$ cat src/hw/rtl/rne_pkg.sv
`timescale 1ns / 1ps

package rne_pkg;

    // Width of the signed input and of the clamped magnitude.
    localparam int unsigned VALUE_W = 13;
    localparam int unsigned MAG_W   = 12;
    localparam int unsigned CHAR_W  = 7;

    // Default clamp limit for magnitudes.
    localparam int unsigned MAX_VALUE_DEF = 3999;

    // Entries of the queue between the front and back ends.
    localparam int unsigned QUEUE_DEPTH = 2;

    // Number of entries in the numeral table.
    localparam int unsigned NUM_ENTRIES = 13;
    localparam int unsigned POS_W       = 4;

    // ASCII codes of the characters outside the numeral table.
    localparam logic [CHAR_W-1:0] CHAR_MINUS = 7'h2D;
    localparam logic [CHAR_W-1:0] CHAR_ZERO  = 7'h4F;
    localparam logic [CHAR_W-1:0] CHAR_NONE  = 7'h00;

    // Greedy subtraction table, largest value first.
    localparam logic [MAG_W-1:0] STEP_VALUE [NUM_ENTRIES] = '{
        12'd1000, 12'd900, 12'd500, 12'd400, 12'd100, 12'd90, 12'd50,
        12'd40, 12'd10, 12'd9, 12'd5, 12'd4, 12'd1
    };

    // M C D C C X L X X I V I I
    localparam logic [CHAR_W-1:0] FIRST_LETTER [NUM_ENTRIES] = '{
        7'h4D, 7'h43, 7'h44, 7'h43, 7'h43, 7'h58, 7'h4C,
        7'h58, 7'h58, 7'h49, 7'h56, 7'h49, 7'h49
    };

    // Second letter of a subtractive pair; CHAR_NONE for a single letter.
    localparam logic [CHAR_W-1:0] SECOND_LETTER [NUM_ENTRIES] = '{
        CHAR_NONE, 7'h4D, CHAR_NONE, 7'h44, CHAR_NONE, 7'h43, CHAR_NONE,
        7'h4C, CHAR_NONE, 7'h58, CHAR_NONE, 7'h56, CHAR_NONE
    };

    // One classified job, as passed from the front end to the back end.
    typedef struct packed {
        logic             negative;
        logic             zero;
        logic [MAG_W-1:0] magnitude;
    } t_job;

    // Queue head as seen by the back end.
    typedef struct packed {
        logic valid;
        t_job job;
    } t_queue_head;

endpackage

$ cat src/hw/rtl/rne_value_if.sv
`timescale 1ns / 1ps

interface rne_value_if;
    logic                              valid;
    logic                              ready;
    logic signed [rne_pkg::VALUE_W-1:0] value;

    modport source (output valid, output value, input ready);
    modport sink   (input valid, input value, output ready);
endinterface

$ cat src/hw/rtl/rne_char_if.sv
`timescale 1ns / 1ps

interface rne_char_if;
    logic                        valid;
    logic                        ready;
    logic [rne_pkg::CHAR_W-1:0]  char_code;
    logic                        last;

    modport source (output valid, output char_code, output last, input ready);
    modport sink   (input valid, input char_code, input last, output ready);
endinterface

$ cat src/hw/rtl/rne_front.sv
`timescale 1ns / 1ps

module rne_front #(
    parameter int unsigned MAX_VALUE = rne_pkg::MAX_VALUE_DEF
) (
    rne_value_if.sink        i_value,
    input  logic             i_q_full,
    output logic             o_push,
    output rne_pkg::t_job    o_job
);

    logic                          negative;
    logic [rne_pkg::VALUE_W-1:0]   mag_full;
    logic [rne_pkg::VALUE_W-1:0]   mag_clamped;

    // Accept a transfer whenever the queue has room.
    assign i_value.ready = !i_q_full;
    assign o_push        = i_value.valid && !i_q_full;

    // Sign, magnitude and clamp. The most negative input negates to 4096,
    // which the unsigned compare clamps like any other large magnitude.
    always_comb begin
        negative = i_value.value[rne_pkg::VALUE_W-1];
        if (negative) begin
            mag_full = rne_pkg::VALUE_W'(-i_value.value);
        end else begin
            mag_full = rne_pkg::VALUE_W'(i_value.value);
        end
        if (mag_full > rne_pkg::VALUE_W'(MAX_VALUE)) begin
            mag_clamped = rne_pkg::VALUE_W'(MAX_VALUE);
        end else begin
            mag_clamped = mag_full;
        end
        o_job.negative  = negative;
        o_job.zero      = (mag_clamped == '0);
        o_job.magnitude = mag_clamped[rne_pkg::MAG_W-1:0];
    end

endmodule

$ cat src/hw/rtl/rne_queue.sv
`timescale 1ns / 1ps

module rne_queue (
    input  logic                 i_clk,
    input  logic                 i_rst_n,
    input  logic                 i_push,
    input  rne_pkg::t_job        i_job,
    input  logic                 i_pop,
    output logic                 o_full,
    output rne_pkg::t_queue_head o_head
);

    localparam int unsigned DEPTH = rne_pkg::QUEUE_DEPTH;
    localparam int unsigned PTR_W = (DEPTH > 1) ? $clog2(DEPTH) : 1;
    localparam int unsigned CNT_W = $clog2(DEPTH + 1);

    rne_pkg::t_job     r_mem [DEPTH];
    logic [PTR_W-1:0]  r_wr_ptr;
    logic [PTR_W-1:0]  r_rd_ptr;
    logic [CNT_W-1:0]  r_count;
    logic              do_push;
    logic              do_pop;

    assign o_full      = (r_count == CNT_W'(DEPTH));
    assign do_push     = i_push && !o_full;
    assign do_pop      = i_pop && (r_count != '0);
    assign o_head.valid = (r_count != '0);
    assign o_head.job   = r_mem[r_rd_ptr];

    // Storage for queued jobs.
    always_ff @(posedge i_clk) begin
        if (do_push) begin
            r_mem[r_wr_ptr] <= i_job;
        end
    end

    // Pointers and fill count.
    always_ff @(posedge i_clk) begin
        if (!i_rst_n) begin
            r_wr_ptr <= '0;
            r_rd_ptr <= '0;
            r_count  <= '0;
        end else begin
            if (do_push) begin
                r_wr_ptr <= (r_wr_ptr == PTR_W'(DEPTH - 1)) ? '0 : r_wr_ptr + 1'b1;
            end
            if (do_pop) begin
                r_rd_ptr <= (r_rd_ptr == PTR_W'(DEPTH - 1)) ? '0 : r_rd_ptr + 1'b1;
            end
            if (do_push && !do_pop) begin
                r_count <= r_count + 1'b1;
            end else if (do_pop && !do_push) begin
                r_count <= r_count - 1'b1;
            end
        end
    end

endmodule

$ cat src/hw/rtl/rne_back.sv
`timescale 1ns / 1ps

module rne_back (
    input  logic                 i_clk,
    input  logic                 i_rst_n,
    input  rne_pkg::t_queue_head i_head,
    output logic                 o_pop,
    rne_char_if.source           o_char
);

    // Conversion state.
    logic                         r_busy;
    logic                         r_neg_pending;
    logic                         r_second_pending;
    logic                         r_zero;
    logic [rne_pkg::MAG_W-1:0]    r_remaining;
    logic [rne_pkg::POS_W-1:0]    r_pos;

    // Output register.
    logic                         r_out_valid;
    logic [rne_pkg::CHAR_W-1:0]   r_char;
    logic                         r_last;

    logic                         load_en;
    logic                         emit;
    logic [rne_pkg::NUM_ENTRIES-1:0] fits;
    logic [rne_pkg::POS_W-1:0]    idx;
    logic [rne_pkg::MAG_W-1:0]    diff;
    logic [rne_pkg::CHAR_W-1:0]   n_char;
    logic                         n_last;
    logic                         n_neg_pending;
    logic                         n_second_pending;
    logic [rne_pkg::MAG_W-1:0]    n_remaining;
    logic [rne_pkg::POS_W-1:0]    n_pos;

    assign o_char.valid     = r_out_valid;
    assign o_char.char_code = r_char;
    assign o_char.last      = r_last;

    // The output register takes a new character when empty or being drained.
    assign load_en = !r_out_valid || o_char.ready;
    assign emit    = r_busy && load_en;
    assign o_pop   = !r_busy && i_head.valid;

    // Largest table entry that still fits; earlier entries never fit again,
    // so the first match is the greedy choice.
    always_comb begin
        for (int i = 0; i < rne_pkg::NUM_ENTRIES; i++) begin
            fits[i] = (r_remaining >= rne_pkg::STEP_VALUE[i]);
        end
        idx = rne_pkg::POS_W'(rne_pkg::NUM_ENTRIES - 1);
        for (int i = rne_pkg::NUM_ENTRIES - 1; i >= 0; i--) begin
            if (fits[i]) begin
                idx = rne_pkg::POS_W'(i);
            end
        end
        diff = r_remaining - rne_pkg::STEP_VALUE[idx];
    end

    // Choose the next character and the state it leaves behind.
    always_comb begin
        n_char           = rne_pkg::CHAR_ZERO;
        n_last           = 1'b1;
        n_neg_pending    = r_neg_pending;
        n_second_pending = r_second_pending;
        n_remaining      = r_remaining;
        n_pos            = r_pos;
        priority if (r_neg_pending) begin
            n_char        = rne_pkg::CHAR_MINUS;
            n_last        = 1'b0;
            n_neg_pending = 1'b0;
        end else if (r_second_pending) begin
            n_char           = rne_pkg::SECOND_LETTER[r_pos];
            n_last           = (r_remaining == '0);
            n_second_pending = 1'b0;
        end else if (r_zero) begin
            n_char = rne_pkg::CHAR_ZERO;
            n_last = 1'b1;
        end else begin
            n_char           = rne_pkg::FIRST_LETTER[idx];
            n_remaining      = diff;
            n_pos            = idx;
            n_second_pending = (rne_pkg::SECOND_LETTER[idx] != rne_pkg::CHAR_NONE);
            n_last           = !n_second_pending && (diff == '0);
        end
    end

    // Sequencer and output register.
    always_ff @(posedge i_clk) begin
        if (!i_rst_n) begin
            r_busy           <= 1'b0;
            r_neg_pending    <= 1'b0;
            r_second_pending <= 1'b0;
            r_out_valid      <= 1'b0;
        end else begin
            if (o_pop) begin
                r_busy           <= 1'b1;
                r_neg_pending    <= i_head.job.negative;
                r_second_pending <= 1'b0;
                r_zero           <= i_head.job.zero;
                r_remaining      <= i_head.job.magnitude;
                r_pos            <= '0;
            end else if (emit) begin
                r_busy           <= !n_last;
                r_neg_pending    <= n_neg_pending;
                r_second_pending <= n_second_pending;
                r_remaining      <= n_remaining;
                r_pos            <= n_pos;
            end
            if (emit) begin
                r_out_valid <= 1'b1;
                r_char      <= n_char;
                r_last      <= n_last;
            end else if (o_char.ready) begin
                r_out_valid <= 1'b0;
            end
        end
    end

    // A pending second letter or sign only exists inside a conversion.
    a_pending_needs_busy: assert property (@(posedge i_clk) disable iff (!i_rst_n)
        (r_second_pending || r_neg_pending) |-> r_busy)
        else $error("pending character outside a conversion");

    // The sign always comes before any letter of a pair.
    a_sign_first: assert property (@(posedge i_clk) disable iff (!i_rst_n)
        r_neg_pending |-> !r_second_pending)
        else $error("sign and second letter pending together");

    // A busy non-zero conversion with nothing pending must have magnitude left.
    a_work_left: assert property (@(posedge i_clk) disable iff (!i_rst_n)
        (r_busy && !r_neg_pending && !r_second_pending && !r_zero) |-> (r_remaining != '0))
        else $error("conversion busy with nothing left to emit");

    // The sequencer goes idle after a run's last character, so a new job is only taken once the previous run has ended.
    a_pop_when_idle: assert property (@(posedge i_clk) disable iff (!i_rst_n)
        (emit && n_last) |=> !r_busy)
        else $error("conversion did not end on its last character");

endmodule

$ cat src/hw/rtl/roman_numeral_encoder_unit.sv
`timescale 1ns / 1ps
// Path: the first character of a value passes through the queue, the sequencer state and the output register.
// Throughput: the back end pops a new value from the queue only once the previous one is done,
// then emits one character per cycle from the shared greedy-subtraction sequencer while o_char is not stalled.
// The front end takes a new value whenever the two-entry queue has room.
// Reset is synchronous and active low; it empties the queue, the sequencer and the output.
module roman_numeral_encoder_unit #(
    parameter int unsigned MAX_VALUE = rne_pkg::MAX_VALUE_DEF
) (
    input  logic        i_clk,
    input  logic        i_rst_n,
    rne_value_if.sink   i_value,
    rne_char_if.source  o_char
);

    logic                 q_full;
    logic                 push;
    logic                 pop;
    rne_pkg::t_job        job;
    rne_pkg::t_queue_head head;

    // Classification of incoming values.
    rne_front #(
        .MAX_VALUE (MAX_VALUE)
    ) u_front (
        .i_value  (i_value),
        .i_q_full (q_full),
        .o_push   (push),
        .o_job    (job)
    );

    // Decoupling queue.
    rne_queue u_queue (
        .i_clk   (i_clk),
        .i_rst_n (i_rst_n),
        .i_push  (push),
        .i_job   (job),
        .i_pop   (pop),
        .o_full  (q_full),
        .o_head  (head)
    );

    // Character sequencer.
    rne_back u_back (
        .i_clk   (i_clk),
        .i_rst_n (i_rst_n),
        .i_head  (head),
        .o_pop   (pop),
        .o_char  (o_char)
    );

endmodule
$ cat src/flat_wrapper.sv
// flat-port wrapper written by rule: the top's interface ports become plain ports
module roman_numeral_encoder_unit_flat 
#(
    parameter int unsigned MAX_VALUE = rne_pkg::MAX_VALUE_DEF
)
  (i_clk, i_rst_n, i_value_valid, i_value_value, i_value_ready, o_char_valid, o_char_char_code, o_char_last, o_char_ready);
  rne_value_if i_value_i ();
  rne_char_if o_char_i ();
  input  logic i_clk;
  input  logic i_rst_n;
  input wire logic [$bits(i_value_i.valid)-1:0] i_value_valid;
  input wire logic [$bits(i_value_i.value)-1:0] i_value_value;
  output wire logic [$bits(i_value_i.ready)-1:0] i_value_ready;
  output wire logic [$bits(o_char_i.valid)-1:0] o_char_valid;
  output wire logic [$bits(o_char_i.char_code)-1:0] o_char_char_code;
  output wire logic [$bits(o_char_i.last)-1:0] o_char_last;
  input wire logic [$bits(o_char_i.ready)-1:0] o_char_ready;
  assign i_value_i.valid = i_value_valid;
  assign i_value_i.value = i_value_value;
  assign i_value_ready = i_value_i.ready;
  assign o_char_valid = o_char_i.valid;
  assign o_char_char_code = o_char_i.char_code;
  assign o_char_last = o_char_i.last;
  assign o_char_i.ready = o_char_ready;
  roman_numeral_encoder_unit #(.MAX_VALUE(MAX_VALUE)) u_core (.i_clk(i_clk), .i_rst_n(i_rst_n), .i_value(i_value_i), .o_char(o_char_i));
endmodule
$ cat config.mk
export PLATFORM = sky130hd
export DESIGN_NAME = roman_numeral_encoder_unit_flat
export DESIGN_NICKNAME = d
export VERILOG_FILES = /design/src/hw/rtl/rne_pkg.sv /design/src/hw/rtl/rne_value_if.sv /design/src/hw/rtl/rne_char_if.sv /design/src/hw/rtl/rne_front.sv /design/src/hw/rtl/rne_queue.sv /design/src/hw/rtl/rne_back.sv /design/src/hw/rtl/roman_numeral_encoder_unit.sv /design/src/flat_wrapper.sv
export SDC_FILE = /design/constraint.sdc
export NUM_CORES = 1
export LEC_CHECK = 0
export ABC_AREA = 1
export BUFFER_PORTS_ARGS = -buffer_cell sky130_fd_sc_hd__buf_2
export CAP_MARGIN = 20
export CORE_MARGIN = 4
export CORE_UTILIZATION = 33
export DETAILED_ROUTE_END_ITERATION = 10
export PLACE_DENSITY = 0.48
export SETUP_SLACK_MARGIN = 0.4
export SYNTH_ARGS = -nofsm -noshare
export SYNTH_HDL_FRONTEND = slang
export SYNTH_SLANG_ARGS = --single-unit
$ cat constraint.sdc
create_clock -name i_clk -period 11.22 [get_ports i_clk]
set_input_delay 2.244 -clock i_clk [delete_from_list [all_inputs] [get_ports i_clk]]
set_output_delay 2.244 -clock i_clk [all_outputs]
set_load 0.02 [all_outputs]
After elaboration in Yosys (flattened, before gate mapping)
Memory sizes are Yosys's and may differ from the RTL's. A register that Yosys moved wholly into a read port is not among the register bits.
Index checks and enable logic that the tools add are counted.

storage, ports and cells
  bits in writable memories = 28
  memories = 5
  flip-flop bits (word level) = 33
  bits of input ports = 17
  memory bits (read-only) = 528
  bits in latches = 0

operators by class
  div/mod/pow operators = 0
  $lt $le $gt $ge = 15
  shift-type cells = 0
  mux-type cells = 52
  $add $sub $neg = 6
  reduce and logical (&&, ||, !) cells = 29
  bitwise logic cells = 4
  $mul = 0
  eq/ne operators = 4

memory list
  memory                words  width  read ports  clocked after memory_dff  write ports  line             source
  (name not given)      16     12     1           0                         0            rne_back.sv:57   diff = r_remaining - rne_pkg::STEP_VALUE[idx];
  (name not given)      16     7      1           0                         0            rne_back.sv:83   n_second_pending = (rne_pkg::SECOND_LETTER[idx] != rne_pkg::CHAR_NONE);
  (name not given)      16     7      1           0                         0            rne_back.sv:80   n_char = rne_pkg::FIRST_LETTER[idx];
  (name not given)      16     7      1           0                         0            rne_back.sv:73   n_char = rne_pkg::SECOND_LETTER[r_pos];
  u_core.u_queue.r_mem  2      14     1           1                         1            rne_queue.sv:17  rne_pkg::t_job r_mem [DEPTH];

operator list
  kind                    count
  $mux W12                7
  $mux W4                 15
  $mux W7                 8
  $mux W13                2
  $ge A12 B10 Y1 const B  2
  $ge A12 B3 Y1 const B   2
  $ge A12 B4 Y1 const B   2
  $ge A12 B6 Y1 const B   2
  $ge A12 B7 Y1 const B   2
  $ge A12 B9 Y1 const B   2
  $logic_not A12 Y1       2
  $mux W1                 17
  $gt A13 B12 Y1 const B  1
  $logic_not A13 Y1       1
  $neg A13 Y13            1
  $sub A12 B12 Y12        1
  $ge A5 B5 Y1 const B    2
  $not A4 Y5              2
  $logic_and A1 B1 Y1     8
  $reduce_bool A2 Y1      4
  $logic_not A1 Y1        7
  $reduce_bool A7 Y1      1
  $ne A2 B1 Y1 const B    3
  $reduce_and A2 Y1       3
  10 further kinds        13

Logic depth before layout (Yosys ltp)
  word-level depth = 26
  depth in mapped cells = 32
  gate-level depth less buffers = 32

Cells and area by module
From an unflattened synthesis, not the netlist that was laid out.

second synthesis, totals
  cell total of the unflattened synthesis = 519
  area total of the unflattened synthesis = 4,250.3 um^2

by module, submodules not included
  module     sequential area each (um^2)  instances  area each (um^2)  cells an instance
  rne_back   830.8                        1          2,366.0           330
  rne_queue  940.9                        1          1,255.0           80
  rne_front  0.0                          1          629.4             109

Worst setup path after synthesis
No wires, ideal clock.

  path type = input to register
  from = in i_value_value[0]
  to = mem u_core.u_queue.r_mem[0][12] (netlist name), data pin
  arrival time = 3,885 ps
  required time = 11,061 ps
  path slack = 7,177 ps
  buffers on the path = 0
  library setup time = 159 ps
  stages on the path = 13
  cells stage by stage = inv_1 ha_1 inv_1 nor3_1 nand3_1 nand2_1 o21ai_0 xor2_1 nor3_1 nand3_1 nand2_1 or2_2 nor3_2

RTL lines
  what             line                source
  start, declared  flat_wrapper.sv:12  input wire logic [$bits(i_value_i.value)-1:0] i_value_value;
  end, declared    rne_queue.sv:17

Worst setup path in the final report
  from = reg u_core.u_back.r_remaining[8] (netlist name)
  to = reg u_core.u_back.r_last (netlist: u_core.u_back.o_char.last), data pin

on the way
  word-level cells in the longest chain between the ends = 23

RTL lines
  what                                                                           line                            source
  start, declared                                                                rne_back.sv:16                  logic [rne_pkg::MAG_W-1:0] r_remaining;
  start signal, assigned                                                         rne_back.sv:101                 r_remaining <= i_head.job.magnitude;
  start signal, assigned                                                         rne_back.sv:107                 r_remaining <= n_remaining;
  $ge A12 B3 Y1                                                                  rne_back.sv:49                  fits[i] = (r_remaining >= rne_pkg::STEP_VALUE[i]);
  $mux W3                                                                        rne_back.sv:53                  if (fits[i]) begin
  $mux W4 (10 in a row)                                                          rne_back.sv:53
  $mux W4 (*)                                                                    rne_back.sv:53
  via u_core.u_back.idx (one bit)                                                rne_back.sv:27                  logic [rne_pkg::POS_W-1:0] idx;
  $not A4 Y5 (not written as such) (*)                                           rne_back.sv:57, rne_back.sv:83
  $mem_v2 Z16 W12 / $mem_v2 Z16 W7 (equally long branches)                       n/a
  $mux W12 (not written as such) / $mux W7 (equally long branches) (2 in a row)  rne_back.sv:57, rne_back.sv:83
  $sub A12 B12 Y12 / $reduce_bool A7 Y1 (equally long branches)                  rne_back.sv:57, rne_back.sv:83
  $logic_not A12 Y1 / $logic_not A1 Y1 (equally long branches)                   rne_back.sv:84                  n_last = !n_second_pending && (diff == '0);
  $logic_and A1 B1 Y1 (*)                                                        rne_back.sv:84
  $mux W1 (*)                                                                    rne_back.sv:76                  end else if (r_zero) begin
  $mux W1 (*)                                                                    rne_back.sv:72                  end else if (r_second_pending) begin
  $mux W1 (*)                                                                    rne_back.sv:68                  priority if (r_neg_pending) begin
  via u_core.u_back.n_last                                                       rne_back.sv:30                  logic n_last;
  end signal, assigned                                                           rne_back.sv:113                 r_last <= n_last;
  end, declared                                                                  rne_back.sv:22                  logic r_last;

The timed path passes the listed nets; every way through them passes the cells marked *. The select of a mux whose other input is x is not followed.
A chain may end at the register's enable or synchronous reset.

==> results.py <==
metrics = {
    "layout": {
        "final_cell_mix": "nand2_1 (108), inv_1 (59), nor2_1 (55), edfxtp_1 (53), buf_2 (26)",
        "seqCellArea_sq_mm": 0.001772,
        "n_antenna_cell": 0,
        "final_common_cell": "nand2_1",
        "multi_input_area_sq_mm": 0.001928,
        "fillerInstances": 1171,
        "finalNonFillerCells": 658,
        "area_growth_pct": 16.27,
        "fin_nets": 545,
        "utilization_pct": 39.74,
        "drive_above_1_share_pct": 13.79,
    },
    "routing": {
        "drt_iter0_drc": 221,
        "firstDrtPassIters": 4,
        "drtAntennaViolNets": 0,
        "drc": 0,
        "drt-total-wl_microns": 9003,
        "viasPerCell": 4.889,
        "wire_per_inst_microns": 13.68,
        "via_count": 3217,
    },
    "yosys": {
        "synth-async-reset-ratio_pct": 0,
        "ys_ff_latch": 62,
        "seq_area_frac_synth_pct": 44.82,
        "yosysWarnings": 0,
        "syn-num-nets": 510,
        "synth_ff_type": "edfxtp_1",
        "syn_area_sq_mm": 0.003953,
        "synth_area_per_cell_sq_um": 8.321,
        "syn_inst": 475,
        "synth-edff-count": 53,
        "ys_types": 42,
    },
    "floorplan": {
        "core_sq_mm": 0.01156,
        "die_area_sq_mm": 0.01379,
        "initial_core_util_pct": 34.18,
        "die_y_microns": 117.4,
        "row_count": 39,
        "io_pins": 27,
        "die_width_microns": 117.4,
    },
    "power": {
        "power_frac_seq_pct": 27.5,
        "switching_share_pct": 45.88,
        "p_leak_nw": 1.927,
        "peakVddDrop_uv": 114.8,
        "clkPwrFrac_pct": 19.3,
        "p_switching_mw": 0.6973,
        "combPwrFrac_pct": 53.2,
        "total_power_mw": 1.520,
        "intPower_mw": 0.8224,
        "power-per-cell-area_mw_per_mm2": 330.7,
    },
    "worst_setup_path": {
        "cp-end-kind": "flop",
        "start_kind": "flop",
        "critical_path_class": "reg -> reg",
        "cp_max_fo": 9,
        "r2r_cells": 22,
        "worstPathRequired_ps": 11290,
        "arrival_ps": 4530,
    },
    "timing": {
        "fmax_ghz": 0.2243,
        "finalCritPeriodShare_pct": 39.73,
        "clock_skew_ps": 5.895,
        "drv_slew": 0,
        "min_period_ps": 4458,
        "rsz0062_at_grt": "false",
        "hold_violations": 0,
        "setup_viol": 0,
        "worst_pin_slew_ps": 735.2,
        "fin_tns_setup_ps": 0,
        "max-slew-margin-rel_pct": 50.87,
    },
    "cts": {
        "cts_tree": "yes",
        "h-tree-depth": 3,
        "ctsHoldBuffers": 0,
        "cts_buffers": 9,
        "cts_buffer_depth": 2,
        "clkTransAtPathRegs_ps": 60,
        "cts_setup_buffers": 0,
        "clkLatencyLatePin_ps": 330,
        "cts_root_buf": "clkbuf_16",
        "cts.sinks": 62,
        "post_cts_resized": 0,
    },
    "status": {
        "status": "complete, no violations",
    },
    "worst_hold_path": {
        "hold_class": "reg -> reg",
        "hold-path-cell-count": 1,
    },
    "job": {
        "cap_violations": 0,
    },
    "global_routing": {
        "grt_pass1_wl_microns": 15320,
        "grt_overflow": 0,
        "grt_pass1_vias": 3171,
        "grt.total_usage_pct": 13.61,
        "grt_start_max_net_pins": 25,
        "antenna_found_initial": 0,
    },
    "placement": {
        "hpwl_microns": 7099,
        "dp_cells": 642,
        "io_buffer_count": 26,
        "place.gp.congestion": 0.9311,
    },
}
[power groups by stage]
| stage | sequential, mW | combinational (mW) | clock [mW] |
|---|---|---|---|
| floorplan | 0.408 | 0.601 | 0 |
| global placement | 0.420 | 0.806 | 0 |
| detailed placement | 0.422 | 0.801 | 0 |
| CTS | 0.417 | 0.807 | 0.298 |
| global route | 0.427 | 0.928 | 0.308 |
| finish | 0.417 | 0.809 | 0.294 |
[cell usage after synthesis, types with 3 or more instances]
master    count  area share, %
nand2_1     108             10
inv_1        59            5.6
nor2_1       55            5.2
edfxtp_1     53             40
a21oi_1      24            3.0
o21ai_0      24            3.0
nand3_1      20            2.5
ha_1         17            5.4
a31oi_1      13            2.1
xor2_1       13            2.9
nor3_1       10            1.3
dfxtp_1       9            4.6
nor2_4        7            2.0
xnor2_1       7            1.6
clkbuf_1      5           0.47
nand2_2       5           0.79
nand4_1       5           0.79
or2_2         5           0.79
o211ai_1      4           0.76
o21ai_1       4           0.51
mux2i_1       3           0.76
nor4_1        3           0.47
[stage by stage]
step                      hold WS [ps]  setup WS [ps]  instance area, sq um
final                            465.4           6762                  4596
after global routing             495.2           6358                  4596
after CTS                        465.2           6857                  4596
after detailed placement         463.2           6730                  4273
after global placement           454.9           6769                  4258
after floorplan                  440.7           7177                  3953
[worst max-delay path: stages (launching register included)]
cell and delay, ps:
edfxtp_1 510, nor2_2 200, nand4_1 180, nor2_4 210, inv_2 120, o21ai_0 190, nand2_1 70, nand2_1 180
inv_1 140, ha_1 330, nor2_1 60, o21ai_0 310, inv_1 110, fa_1 450, o31ai_1 410, nand2_1 90
nand2_1 90, xor2_1 200, nor2_1 70, nand4_1 70, nor2_1 50, nand2_1 100, a21boi_1 60
[sequential cells by signal, summed over array words and instances (netlist names), named ones only]
register	cells
u_core.u_back.r_pos	4
u_core.u_back.o_char.last	1
u_core.u_queue.r_count	2
u_core.u_back.o_char.char_code	7
u_core.u_back.r_zero	1
u_core.u_back.o_char.valid	1
u_core.u_back.r_busy	1
u_core.u_back.r_neg_pending	1
u_core.u_back.r_second_pending	1
u_core.u_queue.r_wr_ptr	1
u_core.u_back.r_remaining	12
u_core.u_queue.r_mem	28
u_core.u_queue.r_rd_ptr	1
[path summary, 6_finish.rpt]
kind / from / end / slack [ps]
setup / recovery: u_core.u_back.r_remaining[8] / u_core.u_back.o_char.last / 6760
hold / removal: u_core.u_queue.r_rd_ptr / flop / 470
setup reg to reg: u_core.u_back.r_remaining[8] / u_core.u_back.o_char.last / 6760
hold reg to reg: u_core.u_queue.r_rd_ptr / flop / 470
[cell families (layout without fill, tap and decap cells)]
family	after synthesis	after routing	share of synthesized area, %
AND/OR/NAND/NOR	224	224	25.42
AO/OA/AOI/OAI	82	82	12.28
buffers and inverters	66	106	6.394
flip-flops	62	62	44.82
XOR/XNOR	20	20	4.432
adder cells (fa/ha/maj)	18	18	5.888
multiplexers	3	3	0.7598
[area by class of cell]
| cell class | count | area share (%) |
|---|---|---|
| clock buffer | 13 | 6.616 |
| clock inverter | 3 | 0.4084 |
| inverter | 61 | 5.091 |
| multi-input combinational | 347 | 41.95 |
| sequential | 62 | 38.55 |
| tap | 143 | 3.893 |
| timing repair buffer | 29 | 3.485 |
[per-layer routing]
layer	part of all wire [%]	global-route usage, %
met5	0	0
met2	44	20.99
met4	3.3	7.478
met1	50	18.57
met3	2.9	1.684
No activity file was read; power rests on OpenSTA's default activity.
